`config.mk`:
```
export PLATFORM = sky130hd
export DESIGN_NAME = sensor_to_hid_report_mapper_top_flat
export DESIGN_NICKNAME = d
export VERILOG_FILES = /design/src/rtl/s2h_pkg.sv /design/src/rtl/s2h_if.sv /design/src/rtl/s2h_front.sv /design/src/rtl/s2h_queue.sv /design/src/rtl/s2h_back.sv /design/src/rtl/sensor_to_hid_report_mapper_top.sv /design/src/flat_wrapper.sv
export SDC_FILE = /design/constraint.sdc
export NUM_CORES = 2
export LEC_CHECK = 0
export BUFFER_PORTS_ARGS = -buffer_cell sky130_fd_sc_hd__buf_2
export CAP_MARGIN = 20
export CORE_ASPECT_RATIO = 0.5
export CORE_MARGIN = 2
export CORE_UTILIZATION = 30
export DETAILED_ROUTE_END_ITERATION = 10
export PLACE_DENSITY_LB_ADDON = 0.12
export SLEW_MARGIN = 20
export SYNTH_ARGS = -nofsm -noshare
export SYNTH_HDL_FRONTEND = slang
export SYNTH_SLANG_ARGS = --single-unit
```
`constraint.sdc`:
```
create_clock -name clk -period 26.1 [get_ports clk]
set_input_delay 2.61 -clock clk [delete_from_list [all_inputs] [get_ports clk]]
set_output_delay 2.61 -clock clk [all_outputs]
set_load 0.02 [all_outputs]
```
`src/rtl/s2h_pkg.sv`:
```
// ----------------------------------------------------------------------------
// s2h_pkg: shared types and constants of the sensor to HID report mapper
// Holds operation, target and combine codes, the queue entry layout and the
// fixed-point constants used by the front and back parts.
// ----------------------------------------------------------------------------
package s2h_pkg;

  localparam int FRAC_BITS = 8;
  localparam int KEY_SLOTS = 6;
  localparam int AXIS_COUNT = 6;
  localparam int VAL_W = 52;
  localparam int DIFF_W = 25;
  localparam int PROD_W = 2 * DIFF_W;
  localparam int CNT_W = $clog2(PROD_W);

  localparam logic signed [VAL_W-1:0] FRAC_MASK = VAL_W'((1 << FRAC_BITS) - 1);
  localparam logic signed [VAL_W-1:0] FIX_ONE = VAL_W'(1 << FRAC_BITS);

  typedef enum logic [1:0] {
    OP_AXIS   = 2'd0,
    OP_THRESH = 2'd1,
    OP_CLEAR  = 2'd2,
    OP_NONE   = 2'd3
  } op_t;

  localparam logic [3:0] TGT_KEY   = 4'd0;
  localparam logic [3:0] TGT_LX    = 4'd1;
  localparam logic [3:0] TGT_LY    = 4'd2;
  localparam logic [3:0] TGT_RX    = 4'd3;
  localparam logic [3:0] TGT_RY    = 4'd4;
  localparam logic [3:0] TGT_LT    = 4'd5;
  localparam logic [3:0] TGT_RT    = 4'd6;
  localparam logic [3:0] TGT_PAD   = 4'd7;
  localparam logic [3:0] TGT_MX    = 4'd8;
  localparam logic [3:0] TGT_MY    = 4'd9;
  localparam logic [3:0] TGT_MBTN  = 4'd10;
  localparam logic [3:0] TGT_WHEEL = 4'd11;

  localparam logic [1:0] CMB_ADD_POS = 2'd1;
  localparam logic [1:0] CMB_ADD_NEG = 2'd2;

  typedef enum logic [2:0] {
    ST_IDLE,
    ST_MUL,
    ST_LOAD,
    ST_DIV,
    ST_FIX,
    ST_APPLY
  } back_state_t;

  typedef struct packed {
    logic [1:0]               op;
    logic [3:0]               target;
    logic [1:0]               combine;
    logic                     clamp;
    logic [7:0]               keycode;
    logic signed [DIFF_W-1:0] dx;
    logic signed [DIFF_W-1:0] dy;
    logic signed [DIFF_W-1:0] den;
    logic                     den_zero;
    logic signed [23:0]       c;
    logic signed [23:0]       d;
    logic                     trig;
  } entry_t;

endpackage

```
`src/rtl/s2h_if.sv`:
```
// ----------------------------------------------------------------------------
// s2h_if: channel interfaces of the sensor to HID report mapper
// One interface for mapping requests and one for report results, each with
// valid/ready handshake and the payload fields.
// ----------------------------------------------------------------------------
interface s2h_in_if;
  logic               valid;
  logic               ready;
  logic [1:0]         operation;
  logic signed [23:0] sample;
  logic [3:0]         target;
  logic [1:0]         combine;
  logic signed [23:0] param_a;
  logic signed [23:0] param_b;
  logic signed [23:0] param_c;
  logic signed [23:0] param_d;
  logic               clamp_enable;
  logic [7:0]         keycode;

  modport source (output valid, operation, sample, target, combine, param_a, param_b,
                  param_c, param_d, clamp_enable, keycode, input ready);
  modport sink (input valid, operation, sample, target, combine, param_a, param_b,
                param_c, param_d, clamp_enable, keycode, output ready);
endinterface

interface s2h_out_if;
  logic               valid;
  logic               ready;
  logic [3:0]         written_target;
  logic signed [15:0] axis_value;
  logic [47:0]        key_slots_packed;
  logic [31:0]        gamepad_buttons;
  logic [7:0]         mouse_buttons;
  logic signed [7:0]  mouse_dx;
  logic signed [7:0]  mouse_dy;
  logic signed [7:0]  wheel_delta;
  logic               drive_level;

  modport source (output valid, written_target, axis_value, key_slots_packed,
                  gamepad_buttons, mouse_buttons, mouse_dx, mouse_dy, wheel_delta,
                  drive_level, input ready);
  modport sink (input valid, written_target, axis_value, key_slots_packed,
                gamepad_buttons, mouse_buttons, mouse_dx, mouse_dy, wheel_delta,
                drive_level, output ready);
endinterface

```
`src/rtl/s2h_front.sv`:
```
// ----------------------------------------------------------------------------
// s2h_front: request intake
// Accepts mapping requests, evaluates the threshold test and the operand
// differences, and hands a classified entry to the queue.
// ----------------------------------------------------------------------------
module s2h_front (
  s2h_in_if.sink          sensor_in,
  input  logic            full,
  output logic            push,
  output s2h_pkg::entry_t entry
);

  logic signed [24:0] x_ext;
  logic signed [24:0] a_ext;
  logic signed [24:0] b_ext;
  logic signed [24:0] c_ext;
  logic signed [24:0] d_ext;
  logic signed [24:0] mag;

  assign sensor_in.ready = !full;
  assign push = sensor_in.valid && !full;

  assign x_ext = {sensor_in.sample[23], sensor_in.sample};
  assign a_ext = {sensor_in.param_a[23], sensor_in.param_a};
  assign b_ext = {sensor_in.param_b[23], sensor_in.param_b};
  assign c_ext = {sensor_in.param_c[23], sensor_in.param_c};
  assign d_ext = {sensor_in.param_d[23], sensor_in.param_d};
  assign mag = x_ext[24] ? -x_ext : x_ext;

  always_comb begin
    entry.op = sensor_in.operation;
    entry.target = sensor_in.target;
    entry.combine = sensor_in.combine;
    entry.clamp = sensor_in.clamp_enable;
    entry.keycode = sensor_in.keycode;
    entry.dx = x_ext - a_ext;
    entry.dy = d_ext - c_ext;
    entry.den = b_ext - a_ext;
    entry.den_zero = (sensor_in.param_a == sensor_in.param_b);
    entry.c = sensor_in.param_c;
    entry.d = sensor_in.param_d;
    entry.trig = (x_ext > a_ext) || (x_ext < -b_ext) || (mag > c_ext);
  end

endmodule

```
`src/rtl/s2h_queue.sv`:
```
// ----------------------------------------------------------------------------
// s2h_queue: two-entry request queue
// Decouples intake from the arithmetic back part so each side stalls alone.
// ----------------------------------------------------------------------------
module s2h_queue (
  input  logic            clk,
  input  logic            rst,
  input  logic            push,
  input  s2h_pkg::entry_t push_entry,
  output logic            full,
  output logic            pop_valid,
  input  logic            pop,
  output s2h_pkg::entry_t pop_entry
);

  s2h_pkg::entry_t slots [2];
  logic       wr_ptr;
  logic       rd_ptr;
  logic [1:0] count;

  assign full = (count == 2'd2);
  assign pop_valid = (count != 2'd0);
  assign pop_entry = slots[rd_ptr];

  always_ff @(posedge clk) begin
    if (rst) begin
      wr_ptr <= 1'b0;
      rd_ptr <= 1'b0;
      count <= 2'd0;
    end else begin
      if (push) wr_ptr <= !wr_ptr;
      if (pop) rd_ptr <= !rd_ptr;
      if (push && !pop) count <= count + 2'd1;
      else if (pop && !push) count <= count - 2'd1;
    end
  end

  always_ff @(posedge clk) begin
    if (push) slots[wr_ptr] <= push_entry;
  end

endmodule

```
`src/rtl/s2h_back.sv`:
```
// ----------------------------------------------------------------------------
// s2h_back: mapping execution and report state
// Runs the rescale for axis mappings (multiply, bit-serial divide, offset and
// clamp), then applies the value to the HID report and registers the result.
// ----------------------------------------------------------------------------
module s2h_back (
  input  logic            clk,
  input  logic            rst,
  input  logic            q_valid,
  input  s2h_pkg::entry_t q_entry,
  output logic            pop,
  s2h_out_if.source       report_out
);

  localparam int VW = s2h_pkg::VAL_W;
  localparam int DW = s2h_pkg::DIFF_W;
  localparam int PW = s2h_pkg::PROD_W;
  localparam int CW = s2h_pkg::CNT_W;

  s2h_pkg::back_state_t state;
  s2h_pkg::back_state_t state_next;
  s2h_pkg::entry_t      ent;

  logic signed [VW-1:0] val;
  logic signed [VW-1:0] val_init;
  logic signed [PW-1:0] prod;
  logic [PW-1:0]        quo;
  logic [DW-1:0]        rem;
  logic [DW-1:0]        dvs;
  logic                 neg;
  logic [CW-1:0]        cnt;
  logic [DW:0]          trial;
  logic signed [VW-1:0] q_signed;
  logic signed [VW-1:0] v_off;
  logic signed [VW-1:0] lo;
  logic signed [VW-1:0] hi;
  logic signed [VW-1:0] v_fix;

  logic do_take, do_mul, do_load, do_div, do_fix, do_apply;

  logic [7:0]         key_slot [s2h_pkg::KEY_SLOTS];
  logic signed [15:0] axis_store [s2h_pkg::AXIS_COUNT];
  logic [31:0]        pad_bits;
  logic [7:0]         mbtn_bits;
  logic signed [7:0]  mx_store;
  logic signed [7:0]  my_store;
  logic signed [7:0]  wheel_store;

  logic [7:0]         key_slot_next [s2h_pkg::KEY_SLOTS];
  logic signed [15:0] axis_store_next [s2h_pkg::AXIS_COUNT];
  logic [31:0]        pad_bits_next;
  logic [7:0]         mbtn_bits_next;
  logic signed [7:0]  mx_store_next;
  logic signed [7:0]  my_store_next;
  logic signed [7:0]  wheel_store_next;
  logic [3:0]         wt_next;
  logic signed [15:0] axv_next;
  logic               drive_next;
  logic [47:0]        packed_next;

  logic               out_valid;
  logic [3:0]         out_wt;
  logic signed [15:0] out_axv;
  logic [47:0]        out_packed;
  logic [31:0]        out_pad;
  logic [7:0]         out_mbtn;
  logic signed [7:0]  out_mx;
  logic signed [7:0]  out_my;
  logic signed [7:0]  out_wheel;
  logic               out_drive;

  // Integer part truncated toward zero.
  function automatic logic signed [VW-1:0] trunc_frac(input logic signed [VW-1:0] v);
    logic signed [VW-1:0] biased;
    biased = v[VW-1] ? v + s2h_pkg::FRAC_MASK : v;
    return biased >>> s2h_pkg::FRAC_BITS;
  endfunction

  function automatic logic signed [15:0] sat16(input logic signed [VW-1:0] v);
    logic signed [15:0] r;
    if (v > VW'(32767)) r = 16'sd32767;
    else if (v < -VW'(32768)) r = -16'sd32768;
    else r = v[15:0];
    return r;
  endfunction

  function automatic logic signed [7:0] sat8(input logic signed [VW-1:0] v);
    logic signed [7:0] r;
    if (v > VW'(127)) r = 8'sd127;
    else if (v < -VW'(128)) r = -8'sd128;
    else r = v[7:0];
    return r;
  endfunction

  // ---------------- control ----------------
  always_comb begin
    do_take = 1'b0;
    do_mul = 1'b0;
    do_load = 1'b0;
    do_div = 1'b0;
    do_fix = 1'b0;
    do_apply = 1'b0;
    case (state)
      s2h_pkg::ST_IDLE:  do_take = q_valid;
      s2h_pkg::ST_MUL:   do_mul = 1'b1;
      s2h_pkg::ST_LOAD:  do_load = 1'b1;
      s2h_pkg::ST_DIV:   do_div = 1'b1;
      s2h_pkg::ST_FIX:   do_fix = 1'b1;
      s2h_pkg::ST_APPLY: do_apply = !out_valid || report_out.ready;
      default: ;
    endcase
  end

  assign pop = do_take;

  always_comb begin
    state_next = state;
    case (state)
      s2h_pkg::ST_IDLE: begin
        if (q_valid) begin
          if (q_entry.op == s2h_pkg::OP_AXIS && !q_entry.den_zero) begin
            state_next = s2h_pkg::ST_MUL;
          end else begin
            state_next = s2h_pkg::ST_APPLY;
          end
        end
      end
      s2h_pkg::ST_MUL:  state_next = s2h_pkg::ST_LOAD;
      s2h_pkg::ST_LOAD: state_next = s2h_pkg::ST_DIV;
      s2h_pkg::ST_DIV: begin
        if (cnt == CW'(PW - 1)) state_next = s2h_pkg::ST_FIX;
      end
      s2h_pkg::ST_FIX: state_next = s2h_pkg::ST_APPLY;
      s2h_pkg::ST_APPLY: begin
        if (do_apply) state_next = s2h_pkg::ST_IDLE;
      end
      default: state_next = s2h_pkg::ST_IDLE;
    endcase
  end

  always_ff @(posedge clk) begin
    if (rst) state <= s2h_pkg::ST_IDLE;
    else state <= state_next;
  end

  // ---------------- arithmetic ----------------
  always_comb begin
    val_init = '0;
    if (q_entry.op == s2h_pkg::OP_AXIS) begin
      val_init = VW'(q_entry.c);
    end else if (q_entry.op == s2h_pkg::OP_THRESH && q_entry.trig) begin
      val_init = s2h_pkg::FIX_ONE;
    end
  end

  assign trial = {rem, quo[PW-1]} - {1'b0, dvs};
  assign q_signed = neg ? -$signed({2'b00, quo}) : $signed({2'b00, quo});
  assign v_off = q_signed + VW'(ent.c);
  assign lo = ent.dy[DW-1] ? VW'(ent.d) : VW'(ent.c);
  assign hi = ent.dy[DW-1] ? VW'(ent.c) : VW'(ent.d);

  always_comb begin
    v_fix = v_off;
    if (ent.clamp) begin
      if (v_off < lo) v_fix = lo;
      else if (v_off > hi) v_fix = hi;
    end
  end

  always_ff @(posedge clk) begin
    if (do_take) begin
      ent <= q_entry;
      val <= val_init;
    end
    if (do_mul) prod <= ent.dx * ent.dy;
    if (do_load) begin
      quo <= prod[PW-1] ? PW'(-prod) : PW'(prod);
      dvs <= ent.den[DW-1] ? DW'(-ent.den) : DW'(ent.den);
      rem <= '0;
      neg <= prod[PW-1] ^ ent.den[DW-1];
      cnt <= '0;
    end
    if (do_div) begin
      // Restoring division, one quotient bit per cycle.
      if (!trial[DW]) rem <= trial[DW-1:0];
      else rem <= {rem[DW-2:0], quo[PW-1]};
      quo <= {quo[PW-2:0], !trial[DW]};
      cnt <= cnt + CW'(1);
    end
    if (do_fix) val <= v_fix;
  end

  // ---------------- report update ----------------
  always_comb begin
    logic signed [VW-1:0] ip;
    logic signed [VW-1:0] ip_pos;
    logic signed [VW-1:0] ip_neg;
    logic signed [16:0]   sum;
    logic signed [15:0]   addend;
    logic [2:0]           k;
    logic                 found;
    logic                 high;

    ip = trunc_frac(val);
    ip_pos = val > 0 ? ip : '0;
    ip_neg = val < 0 ? ip : '0;
    high = (val <<< 1) > s2h_pkg::FIX_ONE;
    k = ent.target[2:0] - 3'd1;
    addend = (ent.combine == s2h_pkg::CMB_ADD_POS) ? sat16(ip_pos) : sat16(ip_neg);
    sum = 17'(axis_store[k]) + 17'(addend);
    found = 1'b0;

    key_slot_next = key_slot;
    axis_store_next = axis_store;
    pad_bits_next = pad_bits;
    mbtn_bits_next = mbtn_bits;
    mx_store_next = mx_store;
    my_store_next = my_store;
    wheel_store_next = wheel_store;
    wt_next = '0;
    axv_next = '0;
    drive_next = 1'b0;

    if (ent.op == s2h_pkg::OP_CLEAR) begin
      for (int i = 0; i < s2h_pkg::KEY_SLOTS; i++) key_slot_next[i] = '0;
      for (int i = 0; i < s2h_pkg::AXIS_COUNT; i++) axis_store_next[i] = '0;
      pad_bits_next = '0;
      mbtn_bits_next = '0;
      mx_store_next = '0;
      my_store_next = '0;
      wheel_store_next = '0;
    end else if (ent.op == s2h_pkg::OP_AXIS || ent.op == s2h_pkg::OP_THRESH) begin
      wt_next = ent.target;
      drive_next = high;
      if (ent.target == s2h_pkg::TGT_KEY) begin
        // Axis mappings never change a key slot; only threshold mappings do.
        for (int i = 0; i < s2h_pkg::KEY_SLOTS; i++) begin
          if (!found && ent.op == s2h_pkg::OP_THRESH) begin
            if (high && (key_slot[i] == ent.keycode || key_slot[i] == 8'd0)) begin
              key_slot_next[i] = ent.keycode;
              found = 1'b1;
            end else if (!high && key_slot[i] == ent.keycode) begin
              key_slot_next[i] = 8'd0;
              found = 1'b1;
            end
          end
        end
      end else if (ent.target >= s2h_pkg::TGT_LX && ent.target <= s2h_pkg::TGT_RT) begin
        if (ent.combine == s2h_pkg::CMB_ADD_POS || ent.combine == s2h_pkg::CMB_ADD_NEG) begin
          axv_next = sat16(VW'(sum));
        end else begin
          axv_next = sat16(ip);
        end
        axis_store_next[k] = axv_next;
      end else if (ent.target == s2h_pkg::TGT_PAD) begin
        if (ent.op == s2h_pkg::OP_THRESH && ent.keycode < 8'd32) begin
          pad_bits_next[ent.keycode[4:0]] = high;
        end else if (ent.op == s2h_pkg::OP_AXIS) begin
          pad_bits_next[0] = high;
        end
      end else if (ent.target == s2h_pkg::TGT_MX) begin
        mx_store_next = sat8(ip);
      end else if (ent.target == s2h_pkg::TGT_MY) begin
        my_store_next = sat8(ip);
      end else if (ent.target == s2h_pkg::TGT_MBTN) begin
        if (ent.op == s2h_pkg::OP_THRESH && ent.keycode < 8'd8) begin
          mbtn_bits_next[ent.keycode[2:0]] = high;
        end else if (ent.op == s2h_pkg::OP_AXIS) begin
          mbtn_bits_next[0] = high;
        end
      end else if (ent.target == s2h_pkg::TGT_WHEEL) begin
        wheel_store_next = sat8(ip);
      end
    end

    for (int i = 0; i < s2h_pkg::KEY_SLOTS; i++) packed_next[8*i +: 8] = key_slot_next[i];
  end

  always_ff @(posedge clk) begin
    if (rst) begin
      for (int i = 0; i < s2h_pkg::KEY_SLOTS; i++) key_slot[i] <= '0;
      for (int i = 0; i < s2h_pkg::AXIS_COUNT; i++) axis_store[i] <= '0;
      pad_bits <= '0;
      mbtn_bits <= '0;
      mx_store <= '0;
      my_store <= '0;
      wheel_store <= '0;
    end else if (do_apply) begin
      key_slot <= key_slot_next;
      axis_store <= axis_store_next;
      pad_bits <= pad_bits_next;
      mbtn_bits <= mbtn_bits_next;
      mx_store <= mx_store_next;
      my_store <= my_store_next;
      wheel_store <= wheel_store_next;
    end
  end

  // ---------------- result register ----------------
  always_ff @(posedge clk) begin
    if (rst) begin
      out_valid <= 1'b0;
    end else if (do_apply) begin
      out_valid <= 1'b1;
    end else if (report_out.ready) begin
      out_valid <= 1'b0;
    end
  end

  always_ff @(posedge clk) begin
    if (do_apply) begin
      out_wt <= wt_next;
      out_axv <= axv_next;
      out_packed <= packed_next;
      out_pad <= pad_bits_next;
      out_mbtn <= mbtn_bits_next;
      out_mx <= mx_store_next;
      out_my <= my_store_next;
      out_wheel <= wheel_store_next;
      out_drive <= drive_next;
    end
  end

  assign report_out.valid = out_valid;
  assign report_out.written_target = out_wt;
  assign report_out.axis_value = out_axv;
  assign report_out.key_slots_packed = out_packed;
  assign report_out.gamepad_buttons = out_pad;
  assign report_out.mouse_buttons = out_mbtn;
  assign report_out.mouse_dx = out_mx;
  assign report_out.mouse_dy = out_my;
  assign report_out.wheel_delta = out_wheel;
  assign report_out.drive_level = out_drive;

endmodule

```
`src/rtl/sensor_to_hid_report_mapper_top.sv`:
```
// ----------------------------------------------------------------------------
// sensor_to_hid_report_mapper_top: sensor sample to HID report mapper
// Applies axis or threshold mappings to fixed-point samples and keeps the
// resulting HID report, returning one report snapshot per request.
// ----------------------------------------------------------------------------
// Each request produces exactly one result. An axis mapping with distinct input
// bounds passes from queue to result register through a multiply step, a load
// step, a 50-step bit-serial divider that retires one quotient bit per cycle,
// an offset/clamp step and the report update. Threshold, clear and axis
// mappings with equal input bounds go straight to the report update. A
// two-entry queue sits behind the intake, so up to two further requests are
// taken while one is being worked on; a finished result waits in its own register.
module sensor_to_hid_report_mapper_top (
  input  logic       clk,
  input  logic       rst,
  s2h_in_if.sink     sensor_in,
  s2h_out_if.source  report_out
);

  logic            push;
  logic            full;
  logic            q_valid;
  logic            pop;
  s2h_pkg::entry_t push_entry;
  s2h_pkg::entry_t q_entry;

  s2h_front u_front (
    .sensor_in (sensor_in),
    .full      (full),
    .push      (push),
    .entry     (push_entry)
  );

  s2h_queue u_queue (
    .clk        (clk),
    .rst        (rst),
    .push       (push),
    .push_entry (push_entry),
    .full       (full),
    .pop_valid  (q_valid),
    .pop        (pop),
    .pop_entry  (q_entry)
  );

  s2h_back u_back (
    .clk        (clk),
    .rst        (rst),
    .q_valid    (q_valid),
    .q_entry    (q_entry),
    .pop        (pop),
    .report_out (report_out)
  );

  a_pop_needs_entry: assert property (@(posedge clk) disable iff (rst)
    pop |-> q_valid)
    else $error("queue popped while empty");

  a_transfer_fills_queue: assert property (@(posedge clk) disable iff (rst)
    sensor_in.valid && sensor_in.ready |=> q_valid)
    else $error("accepted request missing from queue");

  a_axis_value_only_on_axes: assert property (@(posedge clk) disable iff (rst)
    report_out.valid && (report_out.written_target == s2h_pkg::TGT_KEY ||
                         report_out.written_target > s2h_pkg::TGT_RT)
    |-> report_out.axis_value == 16'sd0)
    else $error("axis value reported for a non-axis target");

endmodule
```
`src/flat_wrapper.sv`:
```
// flat-port wrapper written by rule: the top's interface ports become plain ports
module sensor_to_hid_report_mapper_top_flat 
  (clk, rst, sensor_in_valid, sensor_in_operation, sensor_in_sample, sensor_in_target, sensor_in_combine, sensor_in_param_a, sensor_in_param_b, sensor_in_param_c, sensor_in_param_d, sensor_in_clamp_enable, sensor_in_keycode, sensor_in_ready, report_out_valid, report_out_written_target, report_out_axis_value, report_out_key_slots_packed, report_out_gamepad_buttons, report_out_mouse_buttons, report_out_mouse_dx, report_out_mouse_dy, report_out_wheel_delta, report_out_drive_level, report_out_ready);
  s2h_in_if sensor_in_i ();
  s2h_out_if report_out_i ();
  input  logic clk;
  input  logic rst;
  input wire logic [$bits(sensor_in_i.valid)-1:0] sensor_in_valid;
  input wire logic [$bits(sensor_in_i.operation)-1:0] sensor_in_operation;
  input wire logic [$bits(sensor_in_i.sample)-1:0] sensor_in_sample;
  input wire logic [$bits(sensor_in_i.target)-1:0] sensor_in_target;
  input wire logic [$bits(sensor_in_i.combine)-1:0] sensor_in_combine;
  input wire logic [$bits(sensor_in_i.param_a)-1:0] sensor_in_param_a;
  input wire logic [$bits(sensor_in_i.param_b)-1:0] sensor_in_param_b;
  input wire logic [$bits(sensor_in_i.param_c)-1:0] sensor_in_param_c;
  input wire logic [$bits(sensor_in_i.param_d)-1:0] sensor_in_param_d;
  input wire logic [$bits(sensor_in_i.clamp_enable)-1:0] sensor_in_clamp_enable;
  input wire logic [$bits(sensor_in_i.keycode)-1:0] sensor_in_keycode;
  output wire logic [$bits(sensor_in_i.ready)-1:0] sensor_in_ready;
  output wire logic [$bits(report_out_i.valid)-1:0] report_out_valid;
  output wire logic [$bits(report_out_i.written_target)-1:0] report_out_written_target;
  output wire logic [$bits(report_out_i.axis_value)-1:0] report_out_axis_value;
  output wire logic [$bits(report_out_i.key_slots_packed)-1:0] report_out_key_slots_packed;
  output wire logic [$bits(report_out_i.gamepad_buttons)-1:0] report_out_gamepad_buttons;
  output wire logic [$bits(report_out_i.mouse_buttons)-1:0] report_out_mouse_buttons;
  output wire logic [$bits(report_out_i.mouse_dx)-1:0] report_out_mouse_dx;
  output wire logic [$bits(report_out_i.mouse_dy)-1:0] report_out_mouse_dy;
  output wire logic [$bits(report_out_i.wheel_delta)-1:0] report_out_wheel_delta;
  output wire logic [$bits(report_out_i.drive_level)-1:0] report_out_drive_level;
  input wire logic [$bits(report_out_i.ready)-1:0] report_out_ready;
  assign sensor_in_i.valid = sensor_in_valid;
  assign sensor_in_i.operation = sensor_in_operation;
  assign sensor_in_i.sample = sensor_in_sample;
  assign sensor_in_i.target = sensor_in_target;
  assign sensor_in_i.combine = sensor_in_combine;
  assign sensor_in_i.param_a = sensor_in_param_a;
  assign sensor_in_i.param_b = sensor_in_param_b;
  assign sensor_in_i.param_c = sensor_in_param_c;
  assign sensor_in_i.param_d = sensor_in_param_d;
  assign sensor_in_i.clamp_enable = sensor_in_clamp_enable;
  assign sensor_in_i.keycode = sensor_in_keycode;
  assign sensor_in_ready = sensor_in_i.ready;
  assign report_out_valid = report_out_i.valid;
  assign report_out_written_target = report_out_i.written_target;
  assign report_out_axis_value = report_out_i.axis_value;
  assign report_out_key_slots_packed = report_out_i.key_slots_packed;
  assign report_out_gamepad_buttons = report_out_i.gamepad_buttons;
  assign report_out_mouse_buttons = report_out_i.mouse_buttons;
  assign report_out_mouse_dx = report_out_i.mouse_dx;
  assign report_out_mouse_dy = report_out_i.mouse_dy;
  assign report_out_wheel_delta = report_out_i.wheel_delta;
  assign report_out_drive_level = report_out_i.drive_level;
  assign report_out_i.ready = report_out_ready;
  sensor_to_hid_report_mapper_top u_core (.clk(clk), .rst(rst), .sensor_in(sensor_in_i), .report_out(report_out_i));
endmodule
```
Yosys cells after proc, flatten, opt, wreduce, memory -nomap -nowiden. Memories as Yosys holds them, arrays and structs flattened. A register that Yosys moved wholly into a read port is not among the register bits. Cells that the tools add are included.

Memories kept: 1. Bits in writable memories: 284. Input port bits: 141. Word-level logic and storage cells: 367. Output and inout bits: 135. Flip-flop bits (word level): 698.

Add/sub/neg operators: 16. Multiply operators: 1. Reductions and logical operators: 74. Multiplexer cells: 166. Equal/unequal tests: 28. Order comparisons: 28. Bitwise gates (word level): 4.

Memory list: u_core.u_queue.slots (words 2, bits a word 142, rd ports 1, clocked after Yosys merged registers in 1, wr ports 1, line s2h_queue.sv:16) `s2h_pkg::entry_t slots [2];`.

Operator list (count): $mux W52 (12); $mux W8 (50); $mux W96 (4); $mux W16 (17); $mux W32 (5); $mux W50 (3); $mux W48 (3); $gt A52 B16 Y1 const B (2); $lt A52 B16 Y1 const B (2); $mux W25 (4); $bwmux W96 (1); $sub A24 B24 Y25 (3); $add A52 B24 Y52 (1); $add A52 B9 Y52 const B (1); $gt A52 B1 Y1 const B (1); $gt A52 B10 Y1 const B (1); $gt A52 B52 Y1 (1); $lt A52 B1 Y1 const B (1); $lt A52 B52 Y1 (1); $neg A50 Y52 (1); $mul A25 B25 Y50 (1); $neg A24 Y25 (2); $neg A50 Y50 (1); $bmux W16 S3 (1); 66 further kinds (198).

Longest topological paths before layout.
Word-level depth: 39. Gate-level depth with buffers: 36. Depth with buffers taken out: 33.

Modules after synthesis. A second synthesis with hierarchy kept.

Cell total of the unflattened synthesis: 7826. Area total of the unflattened synthesis: 78499.0 µm².

By module, submodules not included: s2h_back (times used 1, sequential area each 18718.0 µm², cells an instance 6500, area each 61542.8 µm²); s2h_queue (times used 1, sequential area each 8628.3 µm², cells an instance 464, area each 10777.8 µm²); s2h_front (times used 1, sequential area each 0.0 µm², cells an instance 862, area each 6178.4 µm²).

Least setup slack after synthesis. Ideal clock, no wire load.

Kind: input to register. Start point: input port sensor_in_valid. End point: memory u_core.u_queue.slots[0][0] (netlist name), enable pin. Path slack: 16854 ps. Data required time: 25455 ps. Data arrival time: 8601 ps. Buffers on the path: 0. Stages on the path: 2. Cell sequence: nand2_1 -> nor2_1.

Longest elaborated chain between the ends: 3.

Ends and longest elaborated chain: start, declared (line flat_wrapper.sv:8) `input wire logic [$bits(sensor_in_i.valid)-1:0] sensor_in_valid;`; $logic_and A1 B1 Y1 (line s2h_front.sv:21) `assign push = sensor_in.valid && !full;`; $mux W1 (line s2h_queue.sv:39) `if (push) slots[wr_ptr] <= push_entry;`; $mux W1 (not written as such) (line s2h_queue.sv:39); end, declared (line s2h_queue.sv:16).

No other way between the ends.

Worst setup path after layout.
Start point: register u_core.u_back.quo[0]. End point: register u_core.u_back.val[22] (data pin).

Longest elaborated chain between the ends: 8. Elaborated cells between the ends (all ways): 9.

Ends and longest elaborated chain: start, declared (line s2h_back.sv:27) `logic [PW-1:0] quo;`; start signal, assigned (line s2h_back.sv:177) `quo <= prod[PW-1] ? PW'(-prod) : PW'(prod);`; start signal, assigned (line s2h_back.sv:187) `quo <= {quo[PW-2:0], !trial[DW]};`; $neg A50 Y52 (line s2h_back.sv:157) `assign q_signed = neg ? -$signed({2'b00, quo}) : $signed({2'b00, quo});`; $mux W52 * (line s2h_back.sv:157); $add A52 B24 Y52 * (line s2h_back.sv:158) `assign v_off = q_signed + VW'(ent.c);`; $gt A52 B52 Y1 (line s2h_back.sv:166) `else if (v_off > hi) v_fix = hi;`; $mux W52 (line s2h_back.sv:166); $mux W52 (line s2h_back.sv:165) `if (v_off < lo) v_fix = lo;`; $mux W52 * (line s2h_back.sv:164) `if (ent.clamp) begin`; $mux W52 * (line s2h_back.sv:190) `if (do_fix) val <= v_fix;`; end signal, assigned (line s2h_back.sv:173) `val <= val_init;`; end signal, assigned (line s2h_back.sv:190); end, declared (line s2h_back.sv:24) `logic signed [VW-1:0] val;`.

Mark *: on every way between the ends. The rest lies on a longest branch, timed or not. A chain may end at the register's enable or synchronous reset.

==> results.yml <==
outcome:
  status: "completed"
synth:
  synth_warnings: 0
  syn_area_sq_um: 77690
  synth-edff-count: 766
  ys_async_sr_fraction: 0
  syn-mean-instance-area_sq_um: 9.943
  postSynthNetCount: 9090
  ys_types: 89
  ys_ff_latch: 983
  number_of_cells_produced_by_synthesis: 7814
  synth-main-ff-cell: "edfxtp_1"
  synth.yosys.seq_area_share: 0.3520
critical_path:
  reg2reg_to: "u_core.u_back.val[22]$_DFFE_PP_"
  path_class: "reg2reg"
  crit_path_start_kind: "flop"
  critical_path.slowest_cell: "a221oi_1"
  worst-path-max-fanout: 23
  cp_data_arrival_time_ns: 9.86
  critPathCaptureType: "flop"
  timing.critical_path.slowest_cell_delay_ns: 0.70
  reg2reg_setup_slack_ns: 16.82
  reg2reg_from: "u_core.u_back.quo[0]$_DFFE_PP_"
  reg2reg_depth: 31
  worst-endpoint-required_ns: 26.68
  timing.critical_path.max_delay_family: "simple AND/OR/NAND/NOR gates"
  path_buf_inv: 2
  most_common_cell_on_crit_path: "ha_1"
run:
  max_cap_violations: 0
clock_network:
  path_clk_slew_ns: 0.06
  cts_setup_buffers: 0
  clk_latency_ns: 0.73
  cts_max_path_buffers: 3
  htree_num_levels: 3
  cts_tree: "built"
  cts_hold_repair.buffers: 0
  post_cts_sizing: 0
  cts.root.buffer_cell: "clkbuf_16"
  tritoncts_num_sinks: 983
  cts_buf_count: 107
die:
  num_io_pins: 276
  die_height_um: 363.8
  die_w_um: 723.7
  start_util: 0.3010
  core_region_area_sq_um: 258100
  die_area_sq_um: 263300
  fp-row-count: 132
global_route:
  track_usage: 0.1906
  grt_first_pass_wirelength_mm: 382.5
  pin_count_of_the_biggest_net_entering_global_routing: 125
  first_global_vias: 57970
  total_congestion_overflow: 0
  number_of_antenna_violations_at_the_first_check_in_global_routing: 21
layout:
  area_growth_syn_to_layout_pct: 12.03
  post_route_cells_drive_above_1_share: 0.1023
  final_stage_net_count: 9256
  final_util: 0.3372
timing:
  fin_crit_ns: 9.276
  worst_clock_skew_ns: 0.02906
  slew-limit-headroom: 0.2118
  timing_hold_violations_final: 0
  worst_pin_slew_ns: 1.182
  hold-worst-slack_ns: 0.4452
  slew_viol_final: 0
  grt_setup_unrepaired: "no"
  setup_tns_ns: 0
  final.period_utilization: 0.3554
  timing.final.setup_violations: 0
  fmax_mhz: 107.8
  final_critical_path_setup_slack_ns: 16.82
place:
  place.detailed.hpwl_mm: 190.0
  dp_worst_setup_slack_ns: 16.46
  gp_routability_congestion: 0.8925
  port_buffers: 275
route:
  wl_mm: 253.1
  postRouteAntennaNets: 0
  number_of_violations_reported_at_the_end_of_detailed_routing_iteration_0: 3746
  routed_via_density: 4.972
  drt_drc_violations_left: 0
  vias: 57510
  tritonroute_pass_1_iters: 6
  wl_per_cell_um: 21.88
hold_path:
  hold_path_startpoint: "u_core.u_back.axis_store[36]$_SDFFE_PP0P_"
  hold_class: "reg2reg"
  timing.hold.worst_endpoint: "u_core.u_back.axis_store[36]$_SDFFE_PP0P_"
  hold_depth: 2
[worst max path at each step]
stage / start / endpoint / slack [ns] / depth (start not counted)
global placement: u_core.u_back.quo[0]$_DFFE_PP_ / u_core.u_back.val[22]$_DFFE_PP_ / 16.50 / 31
floorplan: sensor_in_valid / u_core.u_queue.slots[0][0]$_DFFE_PP_ / 16.85 / 2
detailed placement: u_core.u_back.quo[0]$_DFFE_PP_ / u_core.u_back.val[22]$_DFFE_PP_ / 16.46 / 31
finish: u_core.u_back.quo[0]$_DFFE_PP_ / u_core.u_back.val[22]$_DFFE_PP_ / 16.82 / 31
global route: u_core.u_back.quo[1]$_DFFE_PP_ / u_core.u_back.val[22]$_DFFE_PP_ / 16.21 / 31
CTS: u_core.u_back.quo[0]$_DFFE_PP_ / u_core.u_back.val[22]$_DFFE_PP_ / 16.41 / 31
[flip-flops by register name, indices dropped and copies added (netlist names), 32 cells and up, named ones only]
register                                   flops
u_core.u_queue.slots                         284
u_core.u_back.key_slot                        48
u_core.u_back.report_out.key_slots_packed     48
u_core.u_back.val                             52
u_core.u_back.quo                             50
u_core.u_back.report_out.gamepad_buttons      32
u_core.u_back.axis_store                      96
u_core.u_back.ent                            140
u_core.u_back.pad_bits                        32
u_core.u_back.prod                            50
[final cells by class]
type / instances / area [sq um]
fill: 26420 / 171100
inverter: 785 / 2959
clock inverter: 72 / 754.5
clock buffer: 130 / 2888
antenna: 9 / 22.52
tap: 3484 / 4359
timing repair buffer: 399 / 2440
sequential: 983 / 27350
multi-input combinational: 5704 / 46260
[per-stage QoR]
stage                     area [sq um]  std cells
final                            87030      11570
after global routing             87020      11560
after CTS                        87010      11560
after detailed placement         83370      11360
after global placement           83160      11350
after floorplan                  77690       7814
[worst reg2reg max path, delay by kind of cell (launching register included)]
kind                     cells  cell delay [ns]
AND/OR/NAND/NOR             10             3.81
AO/OA/AOI/OAI               14             3.58
adder cells (fa/ha/maj)      3             0.79
flip-flops                   1             0.46
XOR/XNOR                     2             0.33
buffers and inverters        2             0.17
[cell usage in the layout, fill, tap and decap left out, drive strengths merged, types with 25 or more instances in the layout]
cell type,n
nand2,1059
inv,790
edfxtp,766
fa,664
a21oi,526
ha,471
buf,399
o21ai,399
nor2,345
xnor2,290
and2,246
dfxtp,217
xor2,147
mux2,142
nand3,130
clkbuf,130
a21o,109
nor3,94
mux2i,85
nand2b,82
and3,72
nand4,70
o31ai,59
nor4,57
a22oi,57
nor2b,57
or3,46
clkinv,45
o22ai,43
o21a,41
or4,41
a211oi,31
a31oi,28
o41ai,25
[synthesized netlist by cell type (37+ instances only)]
cell      number  area share
o21ai_1      170       0.011
inv_1        782       0.038
or3_1         45      0.0036
xnor2_1      289       0.033
mux2_2       141       0.020
nor2b_1       57      0.0046
mux2i_1       85       0.011
o31ai_1       58      0.0056
o21ai_0      228       0.015
a21o_1       109       0.011
nor4_1        57      0.0046
or4_1         37      0.0036
o21a_1        41      0.0040
edfxtp_1     766        0.30
a21oi_1      526       0.034
ha_1         471       0.076
and3_1        72      0.0058
nor3_1        94      0.0061
fa_1         664        0.17
nand4_1       70      0.0056
nand3_1      130      0.0084
and2_1       245       0.020
nand2_1     1059       0.051
a22oi_1       57      0.0055
xor2_1       147       0.017
nor2_1       345       0.017
nand2b_1      82      0.0066
clkbuf_1     306       0.015
dfxtp_1      217       0.056
o22ai_1       43      0.0035
[per-layer routing]
metal / track usage / routed length [um] / up-vias
li1: - / - / 27220
met1: 0.2731 / 121500 / 28910
met2: 0.3134 / 116900 / 1132
met3: 0.01870 / 9504 / 251
met4: 0.03804 / 5207 / 0
met5: 0 / 0 / -
[logic make-up after synthesis]
| group | count (synthesis) | synth area share |
|---|---|---|
| flip-flops | 983 | 0.3520 |
| buffers and inverters | 1127 | 0.05472 |
| AND/OR/NAND/NOR | 2376 | 0.1449 |
| multiplexers | 227 | 0.03153 |
| other | 1 | 0.00004827 |
| AO/OA/AOI/OAI | 1528 | 0.1205 |
| adder cells (fa/ha/maj) | 1135 | 0.2469 |
| XOR/XNOR | 437 | 0.04936 |
Power is not shown: default switching activity piles up to over one toggle a cycle in this logic, so the estimate is an artifact.
